<file path="src/sv/tms_pkg.sv">
// ============================================================================
// tms_pkg
// Shared widths, request codes, note record and the built-in tone tables of
// the tone melody sequencer.
// ============================================================================
package tms_pkg;

    localparam int KIND_W    = 2;
    localparam int SFX_W     = 4;
    localparam int SPECIES_W = 10;
    localparam int HZ_W      = 13;
    localparam int MS_W      = 8;
    localparam int GAP_W     = 6;
    localparam int WAIT_W    = 9;
    localparam int SEL_W     = 4;
    localparam int POS_W     = 3;

    // Request codes
    typedef enum logic [KIND_W-1:0] {
        REQ_TICK   = 2'd0,
        REQ_SFX    = 2'd1,
        REQ_CHIRP  = 2'd2,
        REQ_ENABLE = 2'd3
    } req_kind_t;

    // Sound effects below this number are single tones
    localparam int SINGLE_COUNT = 5;

    // Chirp arithmetic
    localparam int SPECIES_MAX = 151;
    localparam int BASE_OFS    = 650;
    localparam int BASE_MUL    = 37;
    localparam int BASE_MOD    = 1150;
    localparam int STEP_OFS    = 110;
    localparam int STEP_MUL    = 17;
    localparam int STEP_MOD    = 290;
    localparam int FALL_FLOOR  = 360;
    localparam int FALL_OFS    = 280;
    localparam int SPREAD      = 80;
    localparam int SPREAD_DIV  = 5;
    // floor(x / 5) == (x * 205) >> 10 for every 8-bit x
    localparam int DIV5_MUL    = 205;
    localparam int DIV5_SHIFT  = 10;

    localparam int DEX_W      = $clog2(SPECIES_MAX + 1);
    localparam int DEX_MAX    = (1 << DEX_W) - 1;
    localparam int BASE_W     = $clog2(BASE_OFS + BASE_MOD);
    localparam int STEP_W     = $clog2(STEP_OFS + STEP_MOD);
    localparam int BASE_WRAPS = (SPECIES_MAX * BASE_MUL) / BASE_MOD;
    localparam int STEP_WRAPS = (SPECIES_MAX * STEP_MUL) / STEP_MOD;
    localparam int BASE_PW    = $clog2(DEX_MAX * BASE_MUL + 1);
    localparam int STEP_PW    = $clog2(DEX_MAX * STEP_MUL + 1);
    localparam int BASE_QW    = $clog2(BASE_WRAPS + 1);
    localparam int STEP_QW    = $clog2(STEP_WRAPS + 1);
    localparam int DIV5_PW    = $clog2(DEX_MAX * DIV5_MUL + 1);

    localparam int CHIRP_NOTES = 4;
    localparam int CHIRP_AW    = $clog2(CHIRP_NOTES);

    typedef struct packed {
        logic [HZ_W-1:0]  hz;
        logic [MS_W-1:0]  ms;
        logic [GAP_W-1:0] gap;
    } note_t;

    // Chirp seed handed to the pitch store
    typedef struct packed {
        logic [BASE_W-1:0] base;
        logic [STEP_W-1:0] step;
        logic [DEX_W-1:0]  dex;
    } chirp_seed_t;

    function automatic note_t mk_note(input int hz, input int ms, input int gap);
        note_t n;
        n.hz  = HZ_W'(hz);
        n.ms  = MS_W'(ms);
        n.gap = GAP_W'(gap);
        return n;
    endfunction

    function automatic logic [POS_W-1:0] melody_len(input logic [SEL_W-1:0] sel);
        logic [POS_W-1:0] len;
        case (sel)
            4'd0:    len = 3'd4;
            4'd5:    len = 3'd4;
            4'd6:    len = 3'd6;
            4'd7:    len = 3'd4;
            4'd8:    len = 3'd4;
            4'd9:    len = 3'd3;
            4'd10:   len = 3'd3;
            4'd11:   len = 3'd3;
            4'd12:   len = 3'd5;
            4'd13:   len = 3'd4;
            4'd14:   len = 3'd2;
            4'd15:   len = 3'd5;
            default: len = 3'd0;
        endcase
        return len;
    endfunction

    function automatic note_t melody_note(input logic [SEL_W-1:0] sel,
                                          input logic [POS_W-1:0] pos);
        note_t n;
        case ({sel, pos})
            {4'd5, 3'd0}:  n = mk_note(1050, 70, 25);
            {4'd5, 3'd1}:  n = mk_note(1350, 70, 25);
            {4'd5, 3'd2}:  n = mk_note(1750, 90, 30);
            {4'd5, 3'd3}:  n = mk_note(2350, 150, 0);
            {4'd6, 3'd0}:  n = mk_note(850, 90, 20);
            {4'd6, 3'd1}:  n = mk_note(1050, 90, 20);
            {4'd6, 3'd2}:  n = mk_note(1320, 100, 20);
            {4'd6, 3'd3}:  n = mk_note(1660, 110, 20);
            {4'd6, 3'd4}:  n = mk_note(2090, 130, 25);
            {4'd6, 3'd5}:  n = mk_note(2630, 210, 0);
            {4'd7, 3'd0}:  n = mk_note(1560, 70, 20);
            {4'd7, 3'd1}:  n = mk_note(1960, 70, 20);
            {4'd7, 3'd2}:  n = mk_note(2340, 90, 20);
            {4'd7, 3'd3}:  n = mk_note(3120, 170, 0);
            {4'd8, 3'd0}:  n = mk_note(1120, 120, 35);
            {4'd8, 3'd1}:  n = mk_note(930, 120, 35);
            {4'd8, 3'd2}:  n = mk_note(760, 150, 35);
            {4'd8, 3'd3}:  n = mk_note(560, 230, 0);
            {4'd9, 3'd0}:  n = mk_note(1500, 60, 15);
            {4'd9, 3'd1}:  n = mk_note(1950, 70, 15);
            {4'd9, 3'd2}:  n = mk_note(2600, 130, 0);
            {4'd10, 3'd0}: n = mk_note(1050, 110, 40);
            {4'd10, 3'd1}: n = mk_note(820, 130, 40);
            {4'd10, 3'd2}: n = mk_note(620, 180, 0);
            {4'd11, 3'd0}: n = mk_note(720, 80, 20);
            {4'd11, 3'd1}: n = mk_note(1040, 90, 20);
            {4'd11, 3'd2}: n = mk_note(1540, 140, 0);
            {4'd12, 3'd0}: n = mk_note(2300, 45, 18);
            {4'd12, 3'd1}: n = mk_note(2950, 45, 18);
            {4'd12, 3'd2}: n = mk_note(3600, 70, 18);
            {4'd12, 3'd3}: n = mk_note(3100, 55, 15);
            {4'd12, 3'd4}: n = mk_note(4100, 130, 0);
            {4'd13, 3'd0}: n = mk_note(1200, 60, 18);
            {4'd13, 3'd1}: n = mk_note(1600, 60, 18);
            {4'd13, 3'd2}: n = mk_note(2050, 70, 18);
            {4'd13, 3'd3}: n = mk_note(2750, 145, 0);
            {4'd14, 3'd0}: n = mk_note(2100, 45, 12);
            {4'd14, 3'd1}: n = mk_note(2850, 75, 0);
            {4'd15, 3'd0}: n = mk_note(980, 70, 20);
            {4'd15, 3'd1}: n = mk_note(1470, 70, 20);
            {4'd15, 3'd2}: n = mk_note(2200, 80, 20);
            {4'd15, 3'd3}: n = mk_note(3300, 90, 25);
            {4'd15, 3'd4}: n = mk_note(3900, 170, 0);
            default:       n = mk_note(0, 0, 0);
        endcase
        return n;
    endfunction

    // Chirp timing; pitch comes from elsewhere
    function automatic note_t chirp_note(input logic [CHIRP_AW-1:0] idx);
        note_t n;
        case (idx)
            2'd0:    n = mk_note(0, 55, 15);
            2'd1:    n = mk_note(0, 65, 15);
            2'd2:    n = mk_note(0, 55, 12);
            default: n = mk_note(0, 100, 0);
        endcase
        return n;
    endfunction

    function automatic note_t single_note(input logic [SFX_W-1:0] sfx);
        note_t n;
        case (sfx)
            4'd0:    n = mk_note(2350, 32, 0);
            4'd1:    n = mk_note(1250, 62, 0);
            4'd2:    n = mk_note(1880, 42, 0);
            4'd3:    n = mk_note(2780, 82, 0);
            4'd4:    n = mk_note(410, 115, 0);
            default: n = mk_note(0, 0, 0);
        endcase
        return n;
    endfunction

endpackage

</file>
<file path="src/sv/tms_pitch_mem.sv">
// ============================================================================
// tms_pitch_mem
// Chirp pitch store: one-port-write, registered-read memory of the later
// chirp pitches, filled one entry per cycle after a chirp request.
// ============================================================================
module tms_pitch_mem import tms_pkg::*;
(
    input  logic                clk,
    input  logic                rst_n,
    input  logic                start,
    input  chirp_seed_t         seed,
    input  logic                rd_en,
    input  logic [CHIRP_AW-1:0] rd_addr,
    output logic [HZ_W-1:0]     rd_data
);

    logic [HZ_W-1:0]     mem [CHIRP_NOTES];
    logic [HZ_W-1:0]     rd_data_reg;
    chirp_seed_t         seed_reg;
    logic [CHIRP_AW-1:0] wr_idx_reg;
    logic [CHIRP_AW-1:0] wr_idx_next;

    logic                wr_en;
    logic [HZ_W-1:0]     wr_data;
    logic [HZ_W-1:0]     base_x;
    logic [HZ_W-1:0]     step_x;
    logic [DIV5_PW-1:0]  div5_prod;
    logic [DEX_W-1:0]    div5_q;
    logic [2:0]          rem5;
    logic                fall;
    logic [HZ_W-1:0]     p1;
    logic [HZ_W-1:0]     p2;
    logic [HZ_W-1:0]     p3;

    always_comb
    begin
        base_x    = HZ_W'(seed_reg.base);
        step_x    = HZ_W'(seed_reg.step);
        fall      = seed_reg.dex[0];
        div5_prod = DIV5_PW'(seed_reg.dex) * DIV5_PW'(DIV5_MUL);
        div5_q    = DEX_W'(div5_prod >> DIV5_SHIFT);
        rem5      = 3'(seed_reg.dex - DEX_W'(div5_q * DEX_W'(SPREAD_DIV)));

        if (fall)
            p1 = (base_x > step_x) ? (base_x - step_x) : HZ_W'(FALL_FLOOR);
        else
            p1 = base_x + step_x;
        p2 = base_x + HZ_W'(rem5) * HZ_W'(SPREAD);
        p3 = fall ? ((base_x >> 1) + HZ_W'(FALL_OFS)) : (base_x + (step_x >> 1));

        // entry 0 is the first chirp note, sent straight from the seed
        wr_en = (wr_idx_reg != '0);
        case (wr_idx_reg)
            2'd1:    wr_data = p1;
            2'd2:    wr_data = p2;
            2'd3:    wr_data = p3;
            default: wr_data = '0;
        endcase

        if (start)
            wr_idx_next = CHIRP_AW'(1);
        else if (wr_idx_reg == CHIRP_AW'(CHIRP_NOTES - 1))
            wr_idx_next = '0;
        else if (wr_en)
            wr_idx_next = wr_idx_reg + CHIRP_AW'(1);
        else
            wr_idx_next = wr_idx_reg;
    end

    always_ff @(posedge clk or negedge rst_n)
    begin
        if (!rst_n)
            wr_idx_reg <= '0;
        else
            wr_idx_reg <= wr_idx_next;
    end

    always_ff @(posedge clk)
    begin
        if (start)
            seed_reg <= seed;
        if (wr_en)
            mem[wr_idx_reg] <= wr_data;
        if (rd_en)
            rd_data_reg <= mem[rd_addr];
    end

    assign rd_data = rd_data_reg;

endmodule

</file>
<file path="config.mk">
export PLATFORM = sky130hd
export DESIGN_NAME = tms_pitch_mem
export DESIGN_NICKNAME = d
export VERILOG_FILES = /design/src/sv/tms_pkg.sv /design/src/sv/tms_pitch_mem.sv
export SDC_FILE = /design/constraint.sdc
export NUM_CORES = 1
export LEC_CHECK = 0
export BUFFER_PORTS_ARGS = -buffer_cell sky130_fd_sc_hd__buf_2
export CORE_AREA = 2 2 128 130
export DETAILED_ROUTE_END_ITERATION = 8
export DIE_AREA = 0 0 130 132
export PLACE_DENSITY = 0.51
export SLEW_MARGIN = 30
export SYNTH_ARGS = -nofsm -noshare
export SYNTH_HDL_FRONTEND = slang
export SYNTH_SLANG_ARGS = --single-unit
</file>
<file path="constraint.sdc">
create_clock -name clk -period 16 [get_ports clk]
set_input_delay 2.4 -clock clk [delete_from_list [all_inputs] [get_ports clk]]
set_output_delay 2.4 -clock clk [all_outputs]
set_load 0.005 [all_outputs]
</file>
Word-level counts from Yosys, hierarchy flattened
Memory sizes are Yosys's and may differ from the RTL's. A register that Yosys moved wholly into a read port is not among the register bits. Index checks and enable logic that the tools add are counted. Widths: inputs -> output; s select.

Bits of input ports: 34. Logic and storage cells: 30. Memories kept: 1. Output and inout bits: 13. Register bits after elaboration: 30. Memory bits (writable): 52.

Memories: mem (words 4, bits a word 13, read ports 1, clocked after memory_dff 1, write ports 1, line tms_pitch_mem.sv:17) `logic [HZ_W-1:0] mem [CHIRP_NOTES];`.

Muxes and demuxes: 9. Order comparisons: 1. Multipliers: 3. Reduce and logical (&&, ||, !) cells: 2. Add/subtract/negate cells: 7. Equality and inequality tests: 3.

Operators with widths (count): $pmux 13 s3 (1); $mux 13 (2); $mul 8x8->16 const B (1); $add 11x10->12 (1); $add 11x8->12 (1); $add 11x9->12 (1); $mux 12 (1); $sub 11x9->12 (1); $add 10x9->11 const B (1); $gt 11x9->1 (1); $mul 3x3->6 const B (1); $mul 6x3->3 const B (1); $mux 2 (3); $eq 2x2->1 const B (2); $reduce_bool 3->1 (1); $sub 3x3->3 (1); $add 2x1->2 const B (1); $eq 2x1->1 const B (1); $mux 1 (2); $reduce_bool 2->1 (1).

Depth between registers and ports, before layout
Depth in word-level cells: 6. Mapped depth: 30. Gate-level depth less buffers: 30.

Worst setup path after synthesis
OpenSTA, ideal clock, no wires.

Kind: register -> register. From: register seed_reg[1] (netlist bit). To: memory mem[1][11] (data pin). Path buffers: 0. Data required time: 15738 ps. Clock period less this slack: 6421 ps. Data arrival time: 6160 ps. Stages on the path, launching flop included: 28. Setup slack: 9579 ps. Library setup time: 262 ps. Cell sequence: edfxtp_1 > ha_1 > inv_1 > fa_1 > inv_1 > fa_1 > inv_1 > fa_1 > inv_1 > ha_1 > nor3_1 > o21ai_0 > a31oi_1 > xnor2_1 > ha_1 > fa_1 > xor2_1 > xnor2_1 > xnor2_1 > xnor2_1 > ha_1 > ha_1 > ha_1 > ha_1 > o211a_1 > o21ai_0 > o211ai_1 > a31o_1.

Longest elaborated chain between the ends: 6.

RTL lines: start: declaration (line tms_pitch_mem.sv:19) `chirp_seed_t seed_reg;`; start signal: assignment (line tms_pitch_mem.sv:81) `seed_reg <= seed;`; $mul 8x8->16 (line tms_pitch_mem.sv:40) `div5_prod = DIV5_PW'(seed_reg.dex) * DIV5_PW'(DIV5_MUL);`; $mul 6x3->3 (line tms_pitch_mem.sv:42) `rem5 = 3'(seed_reg.dex - DEX_W'(div5_q * DEX_W'(SPREAD_DIV)));`; $sub 3x3->3 (*) (line tms_pitch_mem.sv:42); $mul 3x3->6 (*) (line tms_pitch_mem.sv:48) `p2 = base_x + HZ_W'(rem5) * HZ_W'(SPREAD);`; $add 11x10->12 (*) (line tms_pitch_mem.sv:48); $pmux 13 s3 (*) (line tms_pitch_mem.sv:53) `case (wr_idx_reg)`; net wr_data[11] (line tms_pitch_mem.sv:24) `logic [HZ_W-1:0] wr_data;`; end: declaration (line tms_pitch_mem.sv:17).

Mark *: on every way through the listed nets, which the timed path passes. The rest lies on a longest branch.

Worst setup path in the final report
From: register seed_reg (netlist bit fall). To: memory mem[3][9] (data pin).

Longest elaborated chain between the ends: 6. Elaborated cells between the ends (all ways): 8. Those cells by class: add/sub (2); mul (3); mux (3).

RTL lines (line): $mul 8x8->16 (tms_pitch_mem.sv:40); $mul 6x3->3 (tms_pitch_mem.sv:42); $sub 3x3->3 (tms_pitch_mem.sv:42); $mul 3x3->6 (tms_pitch_mem.sv:48); $add 11x10->12 (tms_pitch_mem.sv:48); $pmux 13 s3 (*) (tms_pitch_mem.sv:53); net wr_data[9] (tms_pitch_mem.sv:24).

Marks and branches as above.

==> results.toml <==
[cts]
insertion_delay_ns = 0.35
clock-root-buffer = "clkbuf_16"
clock_path_buffers = 2
htreeDepth = 3
cts_hold_buf = 0
cts_tree = "done"
cts_sinks = 82
ctsResizeCount = 0
cts_setup_buffers = 0
cts_made_buffers = 9
cts.clk_slew.worst_paths_ns = 0.06

[floorplanning]
coreArea_mm2 = 0.0157
dieArea_mm2 = 0.0172
initial_utilization = 0.372
die_w_um = 130
num_io_pins = 47
rows = 46
die_y_um = 132

[timing]
setup_viol = 0
post-route-period-util = 0.432
rsz0062_at_grt = "false"
period_needed_ns = 6.91
worst_pin_slew_ns = 0.733
fmax_mhz = 145
fin_skew_ns = 0.00810
setup_slack_ns = 9.09
relSlewSlack = 0.512
slew_violations = 0
finalHoldViolCount = 0
hold_ws_ns = 0.545
finalSetupTns_ns = 0

[power_and_ir_drop]
p_sw_mw = 0.594
power_frac_seq = 0.246
internal_power_mw = 0.807
p_total_mw = 1.40
powerDensity_mw_per_mm2 = 213
worst_ir_drop_vdd_uv = 185
power_frac_comb = 0.618
switching_share = 0.424
p_leak_nw = 2.79
p_clk_frac = 0.136

[global_routing]
grt_usage = 0.158
grt_overflow = 0
grt_pass1_wl_um = 21000
grt_pass1_vias = 4055
grt_max_degree = 34
grt_antenna_before_repair = 0

[worst_setup_path]
path_buf_inv = 5
cp-start-kind = "flip-flop"
arrival_ns = 6.99
critical_path.endpoint_type = "flip-flop"
crit_top_cell = "ha_1"
crit_family = "adder cells"
slowest_delay_ns = 0.53
crit_type = "flip-flop to flip-flop"
slowest_stage = "fa_1"
cp.required_ns = 16.08
critPathMaxFanout = 33

[routing]
drt_pass1_iterations = 4
vias = 3979
drt_iter0_markers = 273
wirelength_um = 12700
route.detailed.drc = 0
drt-vias-per-instance = 5.06
ant_nets = 0
wl_per_cell_um = 16.1

[finish]
syn_to_final_growth_pct = 12.4
finalNetCount = 686
multiInputGateArea_mm2 = 0.00309
largest_reg_flops = 39
fillers = 1528
drive_above_1_share = 0.153
seqCellArea_mm2 = 0.00245
finalNonFillerCells = 786
antennaDiodeCount = 0

[synth]
syn_area_per_cell_um2 = 11.2
synth_nets = 641
ys_seq_elements = 82
yosysTopAreaCellShare = 0.411
synth-main-ff-cell = "edfxtp_1"
synth-edff-count = 80
synthArstFlopShare = 0.0244
yosys_warnings = 0
yosys-top-cells-area = "edfxtp_1, ha_1, fa_1, inv_1, xnor2_1"
synth_commonest_cells = "edfxtp_1, ha_1, inv_1"
syn-instance-count = 520
synth_largest_area_cell = "edfxtp_1"
synth.cell_area_mm2 = 0.00585
ys_seq_area_frac = 0.420
yosysUniqueCellTypes = 57
synth.most_common_cell = "edfxtp_1"

[placed_design]
place_inst = 770
preCtsSetupSlack_ns = 9.00
port_buffers = 46
hpwl_um = 9410
gp_congestion = 0.838

[run]
drv_cap = 0

[status]
status = "finished clean"

[min_path]
hp-class = "flip-flop to flip-flop"
[final timing paths]
check | startpoint | endpoint | slack (ns) | depth (start not counted)
min in group asynchronous | rst_n | wr_idx_reg[0] | 1.83 | 1
max | fall | mem[3][9] | 9.09 | 28
max reg2reg | fall | mem[3][9] | 9.09 | 28
min reg2reg | mem[2][8] | rd_data[8] | 0.54 | 1
max in group asynchronous | rst_n | wr_idx_reg[1] | 14.08 | 1
min | mem[2][8] | rd_data[8] | 0.54 | 1
[stage by stage]
stage / util / area, µm²
after floorplan: - / 5850
after global placement: 0.401 / 6300
after detailed placement: 0.401 / 6300
after CTS: 0.418 / 6570
after global routing: 0.418 / 6570
final: 0.418 / 6570
[cells in the final DEF (no fill, tap or decap), types with 4 or more instances in the layout]
cell type  count
a21o_1         7
o21ai_1        5
fa_1          16
ha_1          71
o31ai_1        4
nand2b_1      12
o21ai_0       23
clkbuf_16      9
nor2_1        26
mux2_2        16
nor3_1         5
nand2_1       16
o21a_1         4
a21oi_1       30
buf_2         46
a222oi_1       4
mux2i_1        4
buf_4          4
nor2b_1        9
xnor2_1       22
inv_1         61
edfxtp_1      80
a211oi_1       8
a22o_1        12
xor2_1        13
a31oi_1        6
[worst register-to-register path, delay by kind of cell (launching register included)]
family	cells	cell delay, ns
AND/OR/NAND/NOR	1	0.12
buffers and inverters	5	0.54
flip-flops	1	0.32
adder cells (fa/ha/maj)	9	3.22
AO/OA/AOI/OAI	8	1.59
XOR/XNOR	5	0.85
[cells by family after synthesis]
kind of cell	after synthesis	synth area share
compound gates	128	0.152
simple gates	89	0.0790
fa+ha+maj	87	0.207
flops	82	0.420
buf+inv	79	0.0527
xor+xnor	35	0.0524
mux	20	0.0377
[metal layers]
layer,global-route usage,share of wire
met5,0,0
met4,0.0400,0.0099
met3,0.0459,0.061
met2,0.240,0.46
met1,0.222,0.47
[area by class of cell]
| cell class | count | area share |
|---|---|---|
| Inverter | 63 | 0.0360 |
| Sequential cell | 82 | 0.373 |
| Timing Repair Buffer | 50 | 0.0396 |
| Multi-Input combinational cell | 359 | 0.470 |
| Clock inverter | 4 | 0.00400 |
| Tap cell | 216 | 0.0411 |
| Clock buffer | 12 | 0.0360 |
[power by group through the flow]
stage	clock network (mW)	registers, mW	logic, mW
2_1_floorplan	0	0.342	0.685
3_3_place_gp	0	0.347	0.844
3_5_place_dp	0	0.349	0.863
4_1_cts	0.196	0.345	0.870
5_1_grt	0.205	0.350	0.982
6_report	0.190	0.345	0.866
(Power assumes the default switching activity.)
