$ cat src/sv/tms_pkg.sv
// ============================================================================
// tms_pkg
// Shared widths, request codes, note record and the built-in tone tables of
// the tone melody sequencer.
// ============================================================================
package tms_pkg;

    localparam int KIND_W    = 2;
    localparam int SFX_W     = 4;
    localparam int SPECIES_W = 10;
    localparam int HZ_W      = 13;
    localparam int MS_W      = 8;
    localparam int GAP_W     = 6;
    localparam int WAIT_W    = 9;
    localparam int SEL_W     = 4;
    localparam int POS_W     = 3;

    // Request codes
    typedef enum logic [KIND_W-1:0] {
        REQ_TICK   = 2'd0,
        REQ_SFX    = 2'd1,
        REQ_CHIRP  = 2'd2,
        REQ_ENABLE = 2'd3
    } req_kind_t;

    // Sound effects below this number are single tones
    localparam int SINGLE_COUNT = 5;

    // Chirp arithmetic
    localparam int SPECIES_MAX = 151;
    localparam int BASE_OFS    = 650;
    localparam int BASE_MUL    = 37;
    localparam int BASE_MOD    = 1150;
    localparam int STEP_OFS    = 110;
    localparam int STEP_MUL    = 17;
    localparam int STEP_MOD    = 290;
    localparam int FALL_FLOOR  = 360;
    localparam int FALL_OFS    = 280;
    localparam int SPREAD      = 80;
    localparam int SPREAD_DIV  = 5;
    // floor(x / 5) == (x * 205) >> 10 for every 8-bit x
    localparam int DIV5_MUL    = 205;
    localparam int DIV5_SHIFT  = 10;

    localparam int DEX_W      = $clog2(SPECIES_MAX + 1);
    localparam int DEX_MAX    = (1 << DEX_W) - 1;
    localparam int BASE_W     = $clog2(BASE_OFS + BASE_MOD);
    localparam int STEP_W     = $clog2(STEP_OFS + STEP_MOD);
    localparam int BASE_WRAPS = (SPECIES_MAX * BASE_MUL) / BASE_MOD;
    localparam int STEP_WRAPS = (SPECIES_MAX * STEP_MUL) / STEP_MOD;
    localparam int BASE_PW    = $clog2(DEX_MAX * BASE_MUL + 1);
    localparam int STEP_PW    = $clog2(DEX_MAX * STEP_MUL + 1);
    localparam int BASE_QW    = $clog2(BASE_WRAPS + 1);
    localparam int STEP_QW    = $clog2(STEP_WRAPS + 1);
    localparam int DIV5_PW    = $clog2(DEX_MAX * DIV5_MUL + 1);

    localparam int CHIRP_NOTES = 4;
    localparam int CHIRP_AW    = $clog2(CHIRP_NOTES);

    typedef struct packed {
        logic [HZ_W-1:0]  hz;
        logic [MS_W-1:0]  ms;
        logic [GAP_W-1:0] gap;
    } note_t;

    // Chirp seed handed to the pitch store
    typedef struct packed {
        logic [BASE_W-1:0] base;
        logic [STEP_W-1:0] step;
        logic [DEX_W-1:0]  dex;
    } chirp_seed_t;

    function automatic note_t mk_note(input int hz, input int ms, input int gap);
        note_t n;
        n.hz  = HZ_W'(hz);
        n.ms  = MS_W'(ms);
        n.gap = GAP_W'(gap);
        return n;
    endfunction

    function automatic logic [POS_W-1:0] melody_len(input logic [SEL_W-1:0] sel);
        logic [POS_W-1:0] len;
        case (sel)
            4'd0:    len = 3'd4;
            4'd5:    len = 3'd4;
            4'd6:    len = 3'd6;
            4'd7:    len = 3'd4;
            4'd8:    len = 3'd4;
            4'd9:    len = 3'd3;
            4'd10:   len = 3'd3;
            4'd11:   len = 3'd3;
            4'd12:   len = 3'd5;
            4'd13:   len = 3'd4;
            4'd14:   len = 3'd2;
            4'd15:   len = 3'd5;
            default: len = 3'd0;
        endcase
        return len;
    endfunction

    function automatic note_t melody_note(input logic [SEL_W-1:0] sel,
                                          input logic [POS_W-1:0] pos);
        note_t n;
        case ({sel, pos})
            {4'd5, 3'd0}:  n = mk_note(1050, 70, 25);
            {4'd5, 3'd1}:  n = mk_note(1350, 70, 25);
            {4'd5, 3'd2}:  n = mk_note(1750, 90, 30);
            {4'd5, 3'd3}:  n = mk_note(2350, 150, 0);
            {4'd6, 3'd0}:  n = mk_note(850, 90, 20);
            {4'd6, 3'd1}:  n = mk_note(1050, 90, 20);
            {4'd6, 3'd2}:  n = mk_note(1320, 100, 20);
            {4'd6, 3'd3}:  n = mk_note(1660, 110, 20);
            {4'd6, 3'd4}:  n = mk_note(2090, 130, 25);
            {4'd6, 3'd5}:  n = mk_note(2630, 210, 0);
            {4'd7, 3'd0}:  n = mk_note(1560, 70, 20);
            {4'd7, 3'd1}:  n = mk_note(1960, 70, 20);
            {4'd7, 3'd2}:  n = mk_note(2340, 90, 20);
            {4'd7, 3'd3}:  n = mk_note(3120, 170, 0);
            {4'd8, 3'd0}:  n = mk_note(1120, 120, 35);
            {4'd8, 3'd1}:  n = mk_note(930, 120, 35);
            {4'd8, 3'd2}:  n = mk_note(760, 150, 35);
            {4'd8, 3'd3}:  n = mk_note(560, 230, 0);
            {4'd9, 3'd0}:  n = mk_note(1500, 60, 15);
            {4'd9, 3'd1}:  n = mk_note(1950, 70, 15);
            {4'd9, 3'd2}:  n = mk_note(2600, 130, 0);
            {4'd10, 3'd0}: n = mk_note(1050, 110, 40);
            {4'd10, 3'd1}: n = mk_note(820, 130, 40);
            {4'd10, 3'd2}: n = mk_note(620, 180, 0);
            {4'd11, 3'd0}: n = mk_note(720, 80, 20);
            {4'd11, 3'd1}: n = mk_note(1040, 90, 20);
            {4'd11, 3'd2}: n = mk_note(1540, 140, 0);
            {4'd12, 3'd0}: n = mk_note(2300, 45, 18);
            {4'd12, 3'd1}: n = mk_note(2950, 45, 18);
            {4'd12, 3'd2}: n = mk_note(3600, 70, 18);
            {4'd12, 3'd3}: n = mk_note(3100, 55, 15);
            {4'd12, 3'd4}: n = mk_note(4100, 130, 0);
            {4'd13, 3'd0}: n = mk_note(1200, 60, 18);
            {4'd13, 3'd1}: n = mk_note(1600, 60, 18);
            {4'd13, 3'd2}: n = mk_note(2050, 70, 18);
            {4'd13, 3'd3}: n = mk_note(2750, 145, 0);
            {4'd14, 3'd0}: n = mk_note(2100, 45, 12);
            {4'd14, 3'd1}: n = mk_note(2850, 75, 0);
            {4'd15, 3'd0}: n = mk_note(980, 70, 20);
            {4'd15, 3'd1}: n = mk_note(1470, 70, 20);
            {4'd15, 3'd2}: n = mk_note(2200, 80, 20);
            {4'd15, 3'd3}: n = mk_note(3300, 90, 25);
            {4'd15, 3'd4}: n = mk_note(3900, 170, 0);
            default:       n = mk_note(0, 0, 0);
        endcase
        return n;
    endfunction

    // Chirp timing; pitch comes from elsewhere
    function automatic note_t chirp_note(input logic [CHIRP_AW-1:0] idx);
        note_t n;
        case (idx)
            2'd0:    n = mk_note(0, 55, 15);
            2'd1:    n = mk_note(0, 65, 15);
            2'd2:    n = mk_note(0, 55, 12);
            default: n = mk_note(0, 100, 0);
        endcase
        return n;
    endfunction

    function automatic note_t single_note(input logic [SFX_W-1:0] sfx);
        note_t n;
        case (sfx)
            4'd0:    n = mk_note(2350, 32, 0);
            4'd1:    n = mk_note(1250, 62, 0);
            4'd2:    n = mk_note(1880, 42, 0);
            4'd3:    n = mk_note(2780, 82, 0);
            4'd4:    n = mk_note(410, 115, 0);
            default: n = mk_note(0, 0, 0);
        endcase
        return n;
    endfunction

endpackage

$ cat src/sv/tms_pitch_calc.sv
// ============================================================================
// tms_pitch_calc
// Base and step pitch of a species chirp, by constant modulo arithmetic.
// ============================================================================
module tms_pitch_calc import tms_pkg::*;
(
    input  logic [SPECIES_W-1:0] species,
    output logic [BASE_W-1:0]    base,
    output logic [STEP_W-1:0]    step,
    output logic                 in_range
);

    logic [DEX_W-1:0]   dex;
    logic [BASE_PW-1:0] base_prod;
    logic [STEP_PW-1:0] step_prod;
    logic [BASE_QW-1:0] base_q;
    logic [STEP_QW-1:0] step_q;

    always_comb
    begin
        dex       = species[DEX_W-1:0];
        base_prod = BASE_PW'(dex) * BASE_PW'(BASE_MUL);
        step_prod = STEP_PW'(dex) * STEP_PW'(STEP_MUL);

        // quotient by parallel threshold compares
        base_q = '0;
        for (int k = 1; k <= BASE_WRAPS; k++)
        begin
            if (base_prod >= BASE_PW'(k * BASE_MOD))
                base_q = base_q + BASE_QW'(1);
        end
        step_q = '0;
        for (int k = 1; k <= STEP_WRAPS; k++)
        begin
            if (step_prod >= STEP_PW'(k * STEP_MOD))
                step_q = step_q + STEP_QW'(1);
        end

        base = BASE_W'(base_prod - BASE_PW'(base_q) * BASE_PW'(BASE_MOD))
             + BASE_W'(BASE_OFS);
        step = STEP_W'(step_prod - STEP_PW'(step_q) * STEP_PW'(STEP_MOD))
             + STEP_W'(STEP_OFS);

        in_range = (species != '0) && (species <= SPECIES_W'(SPECIES_MAX));
    end

endmodule

$ cat config.mk
export PLATFORM = sky130hd
export DESIGN_NAME = tms_pitch_calc
export DESIGN_NICKNAME = d
export VERILOG_FILES = /design/src/sv/tms_pkg.sv /design/src/sv/tms_pitch_calc.sv
export SDC_FILE = /design/constraint.sdc
export NUM_CORES = 1
export LEC_CHECK = 0
export ABC_AREA = 1
export BUFFER_PORTS_ARGS = -buffer_cell sky130_fd_sc_hd__buf_2
export CAP_MARGIN = 10
export CORE_ASPECT_RATIO = 0.6
export CORE_UTILIZATION = 65
export DETAILED_ROUTE_END_ITERATION = 7
export PLACE_DENSITY = 0.95
export SLEW_MARGIN = 20
export SYNTH_ARGS = -nofsm -noshare
export SYNTH_HDL_FRONTEND = slang
export SYNTH_SLANG_ARGS = --single-unit
$ cat constraint.sdc
create_clock -name vclk -period 15.45
set_input_delay 1.545 -clock vclk [all_inputs]
set_output_delay 1.545 -clock vclk [all_outputs]
set_load 0.005 [all_outputs]
Yosys cells after proc, flatten, opt, wreduce, memory -nomap -nowiden --
Index checks and enable logic that the tools add are counted.
Operators by class: add/subtract/negate cells 14, multipliers 4, divide/modulo/power cells 0, magnitude comparators 13, eq/ne operators 0, shift operators 0, muxes and demuxes 12, bitwise operators 0, reduce and logical (&&, ||, !) cells 2
Operator list (count):
- $ge 13x11->1 const B | 4
- $add 4x1->4 const B | 7
- $ge 14x12->1 const B | 2
- $mux 4 | 7
- $ge 13x10->1 const B | 2
- $ge 14x11->1 const B | 1
- $ge 14x13->1 const B | 1
- $mul 8x6->14 const B | 1
- $ge 13x12->1 const B | 1
- $ge 13x9->1 const B | 1
- $mul 8x5->13 const B | 1
- $add 11x10->11 const B | 1
- $sub 11x11->11 | 1
- $le 10x8->1 const B | 1
- $mul 3x10->10 const B | 1
- $reduce_bool 10->1 | 1
- $add 3x1->3 const B | 3
- $add 9x7->9 const B | 1
- $mux 3 | 3
- $sub 9x9->9 | 1
- $mul 4x8->8 const B | 1
- $mux 1 | 2
- $logic_and 1x1->1 | 1
Word-level totals: register bits after elaboration 0, latch bits 0, RAM bits 0, memory bits (read-only) 0, input bits 10, output and inout port bits 21, logic and storage cells 45, memories 0

Longest topological paths before layout --
Gate-level depths: netlist (run 1).
word-level depth 20, mapped depth 49, mapped depth without buffers 49

Worst setup path before layout (run 1) --
OpenSTA, ideal clock, no wires.
kind input port to output port, start in species[4], end out base[10], data arrival time 8324 ps, data required time 13905 ps, setup slack 5581 ps, cell stages on the path 35, path buffers 0, cells stage by stage ha_1 ha_1 fa_1 ha_1 a21o_1 nand3_1 nand3_1 and2_1 o21ai_1 nand2_1 nand2_1 a21oi_1 nor2_1 inv_1 nor2_1 ha_1 xor2_2 ha_1 inv_1 o21ai_0 fa_1 ha_1 fa_1 inv_1 ha_1 ha_1 a21oi_1 inv_1 a21oi_1 o31ai_1 nand2_1 a21oi_1 nor2_1 xor2_1 xor2_1
Between the ends: cells in the longest elaborated chain, start to end 12, elaborated cells between the ends (all ways) 15, classes of those cells add/sub: 5; mul: 2; order compare: 4; mux: 4
RTL lines:
- from (decl) | RTL line tms_pitch_calc.sv:7 | input logic [SPECIES_W-1:0] species,
- $mul 8x6->14 * | RTL line tms_pitch_calc.sv:22 | base_prod = BASE_PW'(dex) * BASE_PW'(BASE_MUL);
- $ge 14x11->1 | RTL line tms_pitch_calc.sv:29 | if (base_prod >= BASE_PW'(k * BASE_MOD))
- $mux 1 | RTL line tms_pitch_calc.sv:29
- $add 3x1->3 | RTL line tms_pitch_calc.sv:30 | base_q = base_q + BASE_QW'(1);
- $mux 3 | RTL line tms_pitch_calc.sv:29
- $add 3x1->3 | RTL line tms_pitch_calc.sv:30
- $mux 3 | RTL line tms_pitch_calc.sv:29
- $add 3x1->3 | RTL line tms_pitch_calc.sv:30
- $mux 3 | RTL line tms_pitch_calc.sv:29
- $mul 3x10->10 | RTL line tms_pitch_calc.sv:39 | base = BASE_W'(base_prod - BASE_PW'(base_q) * BASE_PW'(BASE_MOD))
- $sub 11x11->11 * | RTL line tms_pitch_calc.sv:39
- $add 11x10->11 * | RTL line tms_pitch_calc.sv:40 | + BASE_W'(BASE_OFS);
- to (decl) | RTL line tms_pitch_calc.sv:8 | output logic [BASE_W-1:0] base,
Every way passes the cells marked *; elsewhere a longest branch is shown, timed or not.

Worst setup path after layout (run 1) --
start in species[5], end out base[10]
The elaborated chain is that of the path after synthesis.

==> flow_summary.json, run 1 <==
{
  "final_cell_mix": "inv_1 (101), nand2_1 (96), ha_1 (79)",
  "tns_ps": 0,
  "hold_violations": 0,
  "grt_pass1_wl_um": 13600,
  "synth_cell_type_count": 39,
  "cp.required_ps": 13910,
  "place_hpwl_um": 6810,
  "worst_path_max_delay_cell": "fa_1",
  "cpMostUsedCell": "ha_1",
  "cts_resized": 0,
  "syn_area_um2": 3340,
  "multi_input_area_um2": 2920,
  "nFillCells": 377,
  "io_buffer_count": 31,
  "layout.nets": 644,
  "first_iter_violations": 246,
  "cts_setup_buffers": 0,
  "grt_util_all_layers_pct": 30.8,
  "crit_path_start_kind": "primary input",
  "period_needed_ps": 10950,
  "dieArea_um2": 5440,
  "maxSlewHeadroom_pct": 50.5,
  "synth_nets": 613,
  "core_area_um2": 4750,
  "sequential_cell_total": 0,
  "finalMaxSlewViolations": 0,
  "worstMarginPinSlew_ps": 735,
  "gp_congestion": 1.02,
  "drt.antenna.violating_nets": 0,
  "first_pass_iters": 6,
  "areaGrowthSynthToFinish_pct": 6.55,
  "min_to": "in_range",
  "die_w_um": 94.6,
  "grt_pass1_vias": 3138,
  "post-route-drc-count": 0,
  "yosysWarnings": 0,
  "cts_hold_buf": 0,
  "hp-class": "in2out",
  "avgSynthCellArea_um2": 6.51,
  "setup_viol": 0,
  "critPathKind": "in2out",
  "via_per_inst": 5.60,
  "avgRoutedWirePerCell_um": 13.0,
  "rsz0062_at_grt": "no",
  "diodes": 0,
  "grt_antenna_before_repair": 0,
  "num-clock-buffers": 0,
  "cp_max_fo": 11,
  "max_freq_mhz": 91.3,
  "ff_latch_area_um2": 0,
  "num_rows": 19,
  "ys_seq_area_share_pct": 0,
  "vias": 3388,
  "routed_wirelength_um": 7860,
  "grt_remaining_overflow": 0,
  "arrival_ps": 9410,
  "drv_cap": 0,
  "period_share_pct": 70.9,
  "grt_max_degree": 12,
  "status": "finished, final reports clean",
  "start_util_pct": 70.3,
  "synth_cells": 513,
  "max_stage_delay_ps": 640,
  "ios": 31,
  "min_from": "species[9]",
  "drive_gt1_share_pct": 15.9,
  "crit_start": "species[5]",
  "die_h_um": 57.5,
  "final_common_cell": "inv_1",
  "whs_path_depth": 3,
  "end_kind": "output pin"
}
==> cells in the mapped netlist (all sizes together) (2+ instances only) <==
cell type / n / area [um^2]
nor3: 7 / 35.0
nand2: 123 / 544
xnor2: 3 / 26.3
o21ai: 10 / 53.8
inv: 106 / 400
nor2: 36 / 160
nor4: 2 / 12.5
xor2: 24 / 225
nand3b: 2 / 15.0
o31ai: 2 / 15.0
nand4: 2 / 12.5
buf: 2 / 15.0
ha: 79 / 988
or2: 3 / 18.8
nand3: 55 / 315
fa: 11 / 220
a31oi: 6 / 37.5
a21oi: 32 / 183
==> cell type report <==
| type | count | share of cell area [%] |
|---|---|---|
| inverters | 107 | 11.4 |
| multi-input cells | 404 | 82.1 |
| well taps | 63 | 2.21 |
| repair buffers | 31 | 4.36 |
==> cells by family after synthesis <==
kind of cell,Yosys count,synth area share (%)
compound gates,56,10.2
xor+xnor,27,7.53
fa+ha+maj,90,36.2
buf+inv,109,12.5
simple gates,231,33.5
==> worst max-delay path: cells and delay by family <==
kind | cells | cell delay, ps
adders and majority gates | 11 | 4090
and+or+nand+nor | 6 | 440
AOI/OAI and AO/OA | 7 | 1700
buffers and inverters | 5 | 460
xor gates and xnor gates | 5 | 1140
==> per-stage QoR <==
step           setup WS, ps  cells  util, %  cell area, um^2  hold WS, ps
2_1_floorplan          5580    513        -             3340         3140
3_3_place_gp           4890    605     74.9             3560         3360
3_5_place_dp           4630    605     74.9             3560         3370
4_1_cts                4590    605     74.9             3560         3370
5_1_grt                3900    605     74.9             3560         3380
6_report               4500    605     74.9             3560         3370
==> metal layers <==
| layer | wire length, um | vias to the layer above | share of wire [%] | global-route usage [%] |
|---|---|---|---|---|
| met5 | 0 | - | 0 | 0 |
| met4 | 39 | 0 | 0.50 | 2.16 |
| met3 | 615 | 10 | 7.8 | 2.80 |
| met2 | 3340 | 145 | 42 | 51.9 |
| met1 | 3870 | 1517 | 49 | 44.6 |
| li1 | - | 1716 | - | - |
==> how the worst max path moves through the flow <==
stage	to	slack [ps]
global placement	base[10]	4890
CTS	base[10]	4590
finish	base[10]	4500
floorplan	base[10]	5580
global route	base[10]	3900
detailed placement	base[10]	4630
Power of run 1 is not shown: default switching activity piles up to over one toggle a cycle in this logic, so the estimate is an artifact.
==> run 2: changes to the inputs <==
Settings changed: ABC_AREA 1 to 0, CORE_UTILIZATION 65 to 64.
Clock period 15.45 ns to 10.6 ns, I/O delays scaled along.
==> flow_summary.json, run 2 <==
{
  "grt_remaining_overflow": 0,
  "cp.required_ps": 9540,
  "num_rows": 19,
  "tns_ps": 0,
  "worstMarginPinSlew_ps": 922,
  "die_w_um": 91.6,
  "io_buffer_count": 31,
  "worst_path_max_delay_cell": "fa_1",
  "die_h_um": 55.8,
  "hp-class": "in2out",
  "place_hpwl_um": 6140,
  "yosysWarnings": 0,
  "synth_cell_type_count": 65,
  "synth.most_common_cell": "ha_1",
  "avgSynthCellArea_um2": 8.16,
  "drv_cap": 0,
  "syn_area_um2": 3080,
  "ff_latch_area_um2": 0,
  "yosysTopAreaCellShare_pct": 32.0,
  "diodes": 0,
  "vias": 2718,
  "ios": 31,
  "grt_antenna_before_repair": 0,
  "grt_pass1_wl_um": 12200,
  "grt_util_all_layers_pct": 29.1,
  "first_iter_violations": 198,
  "routed_wirelength_um": 7090,
  "synth_area_leader_cell": "ha_1",
  "yosys-top-cells-area": "ha_1 (32%), xnor2_1 (8.2%), inv_1 (7.3%), fa_1 (7.1%), a21oi_1 (4.7%)",
  "pre_cts_ws_ps": 460,
  "first_pass_iters": 4,
  "synthTopCellsByCount": "ha_1 (79), inv_1 (60), a21oi_1 (29), xnor2_1 (29), nand2_1 (23)",
  "maxSlewHeadroom_pct": 38.5,
  "worst_slack_ps": 548,
  "layout.nets": 505,
  "crit_path_start_kind": "primary input",
  "period_needed_ps": 10050,
  "ys_seq_area_share_pct": 0,
  "drive_gt1_share_pct": 13.2,
  "final_cell_mix": "ha_1 (79), inv_1 (60), buf_2 (31)",
  "end_kind": "output pin",
  "critPathKind": "in2out",
  "num-clock-buffers": 0,
  "synth_nets": 478,
  "nFillCells": 337,
  "hold_violations": 0,
  "period_share_pct": 94.8,
  "synth_cells": 378,
  "rsz0062_at_grt": "no",
  "finalMaxSlewViolations": 0,
  "start_util_pct": 66.9,
  "drt.antenna.violating_nets": 0,
  "areaGrowthSynthToFinish_pct": 7.10,
  "grt_max_degree": 17,
  "arrival_ps": 8990,
  "avgRoutedWirePerCell_um": 15.2,
  "dieArea_um2": 5110,
  "cp_max_fo": 10,
  "setup_viol": 0,
  "status": "finished, final reports clean",
  "max_stage_delay_ps": 580,
  "post-route-drc-count": 0,
  "max_freq_mhz": 99.5,
  "final_common_cell": "ha_1",
  "via_per_inst": 5.83,
  "gp_congestion": 0.892,
  "sequential_cell_total": 0,
  "grt_pass1_vias": 2773,
  "core_area_um2": 4610,
  "cpMostUsedCell": "ha_1"
}
## run 2: changes by cell type in the layout (fill, tap and decap cells not counted), moves of 21 or more
cell     previous run  this run
nand3_1            47         6
xnor2_1             3        27
inv_1             101        60
nor2_1             30         9
nand2_2            24         0
nand2_1            96        23
## run 2: critical path, delay by kind of cell
| kind | cells | cell delay, ps |
|---|---|---|
| adder cells (fa/ha/maj) | 11 | 3870 |
| AO/OA/AOI/OAI | 11 | 2010 |
| XOR/XNOR | 4 | 980 |
| AND/OR/NAND/NOR | 2 | 590 |
| buffers and inverters | 4 | 450 |
## run 2: timing repair
action                                  4_1_cts  5_1_grt
buffers inserted                              0        0
endpoints found under the setup margin        0        2
gates resized for setup                       0        3
hold buffers                                  0        0
endpoints found under the hold margin         0        0
## run 2: layout make-up
class	instances	area, um^2	area share (%)
inverters	61	229	6.93
multi-input cells	311	2840	86.0
well taps	63	78.8	2.39
repair buffers	31	155	4.70
## run 2: through the flow
stage               cell area (um^2)  cells  hold WS [ps]  util, %
floorplan                       3080    378          2160        -
detailed placement              3280    466          2350     71.1
finish                          3300    466          2350     71.6
global route                    3300    466          2360     71.6
global placement                3280    466          2360     71.1
CTS                             3280    466          2350     71.1
## run 2: cell families after synthesis
kind of cell / Yosys count / share of synthesized area (%)
simple gates: 73 / 13.3
compound gates: 91 / 19.8
fa+ha+maj: 91 / 39.5
xor+xnor: 49 / 16.1
mux: 7 / 2.60
buf+inv: 67 / 8.76
## run 2: per-layer routing
metal	wire, um	share of wire, %	GRT usage [%]
met5	0	0	0
met4	114	1.6	5.67
met3	509	7.2	4.23
met2	3070	43	48.3
met1	3400	48	40.5
## run 2: path summary, 6_finish.rpt
kind | startpoint | endpoint | slack [ps] | cells after the start
setup / recovery | species[6] | base[10] | 550 | 32
hold / removal | species[8] | in_range | 2350 | 3
Power of run 2 is left out for the same reason.
==> run 3: changes to the inputs <==
Settings changed: MAX_ROUTING_LAYER from default to met4, SETUP_SLACK_MARGIN from default to 0.4.
==> flow_summary.json, run 3 (synthesis gave the netlist of run 2 again) <==
{
  "status": "finished, final reports clean",
  "finalMaxSlewViolations": 0,
  "critPathKind": "in2out",
  "place_area_um2": 3280,
  "tns_ps": 0,
  "hold_violations": 0,
  "first_pass_iters": 5,
  "grt_util_all_layers_pct": 30.0,
  "core_area_um2": 4610,
  "gp_congestion": 0.907,
  "final_cell_mix": "ha_1 (79), inv_1 (60), buf_2 (31)",
  "period_share_pct": 92.6,
  "grt_pass1_vias": 2765,
  "setup_viol": 0,
  "max_stage_delay_ps": 580,
  "sequential_cell_total": 0,
  "avgRoutedWirePerCell_um": 15.9,
  "cpMostUsedCell": "ha_1",
  "drt.antenna.violating_nets": 0,
  "die_h_um": 55.8,
  "cts_hold_buf": 0,
  "grt_antenna_before_repair": 0,
  "routed_wirelength_um": 7440,
  "grt_pass1_wl_um": 12300,
  "worst_path_max_delay_cell": "fa_2",
  "start_util_pct": 66.9,
  "first_iter_violations": 286,
  "via_per_inst": 6.03,
  "die_w_um": 91.6,
  "multi_input_area_um2": 2890,
  "final_common_cell": "ha_1",
  "nFillCells": 321,
  "cp.required_ps": 9540,
  "io_buffer_count": 31,
  "worst_slack_ps": 782,
  "grt_max_degree": 17,
  "stdcell_area_um2": 3370,
  "dieArea_um2": 5110,
  "ios": 31,
  "vias": 2821,
  "drv_cap": 0,
  "end_kind": "output pin",
  "num_rows": 19,
  "stdcell_count": 468,
  "max_freq_mhz": 102,
  "grt_remaining_overflow": 0,
  "rsz0062_at_grt": "yes",
  "pre_cts_ws_ps": 460,
  "drive_gt1_share_pct": 15.8,
  "num-clock-buffers": 0,
  "maxSlewHeadroom_pct": 37.7,
  "worstMarginPinSlew_ps": 935,
  "layout.nets": 507,
  "areaGrowthSynthToFinish_pct": 9.33,
  "post-route-drc-count": 0,
  "ff_latch_area_um2": 0,
  "place_hpwl_um": 6140,
  "diodes": 0,
  "arrival_ps": 8760,
  "cp_max_fo": 10,
  "crit_path_start_kind": "primary input",
  "period_needed_ps": 9820,
  "hp-class": "in2out",
  "dp.cells": 466
}
[run 3: worst max-delay path: cells and delay by family]
kind	cells	cell delay, ps
adders and majority gates	10	3710
AOI/OAI and AO/OA	10	1740
xor gates and xnor gates	4	930
and+or+nand+nor	2	730
buffers and inverters	4	550
[run 3: final cells by class]
class	count	share of cell area, %
Inverter	61	6.79
Multi-Input combinational cell	311	85.8
Tap cell	63	2.34
Timing Repair Buffer	33	5.05
[run 3: timing repair]
action	in CTS	in global routing
buffers inserted	0	2
resized for setup	0	16
endpoints found under the hold margin	0	0
endpoints found under the setup margin	0	6
[run 3: final timing paths]
path	depth (start not counted)	slack (ps)	startpoint	endpoint
hold / removal	3	2350	species[8]	in_range
setup / recovery	30	780	species[6]	base[10]
[run 3: routing by layer]
layer	vias up	track usage [%]	wire, um
met5	-	-	0
met4	0	5.67	153
met3	23	4.10	592
met2	137	48.3	3240
met1	1281	40.7	3450
li1	1380	-	-
[run 3: stage by stage]
step	util, %	hold WS, ps
after floorplan	-	2160
after global placement	71.1	2360
after detailed placement	71.1	2350
after CTS	71.1	2350
after global routing	73.1	2360
final	73.1	2350
Power of run 3 is left out for the same reason.
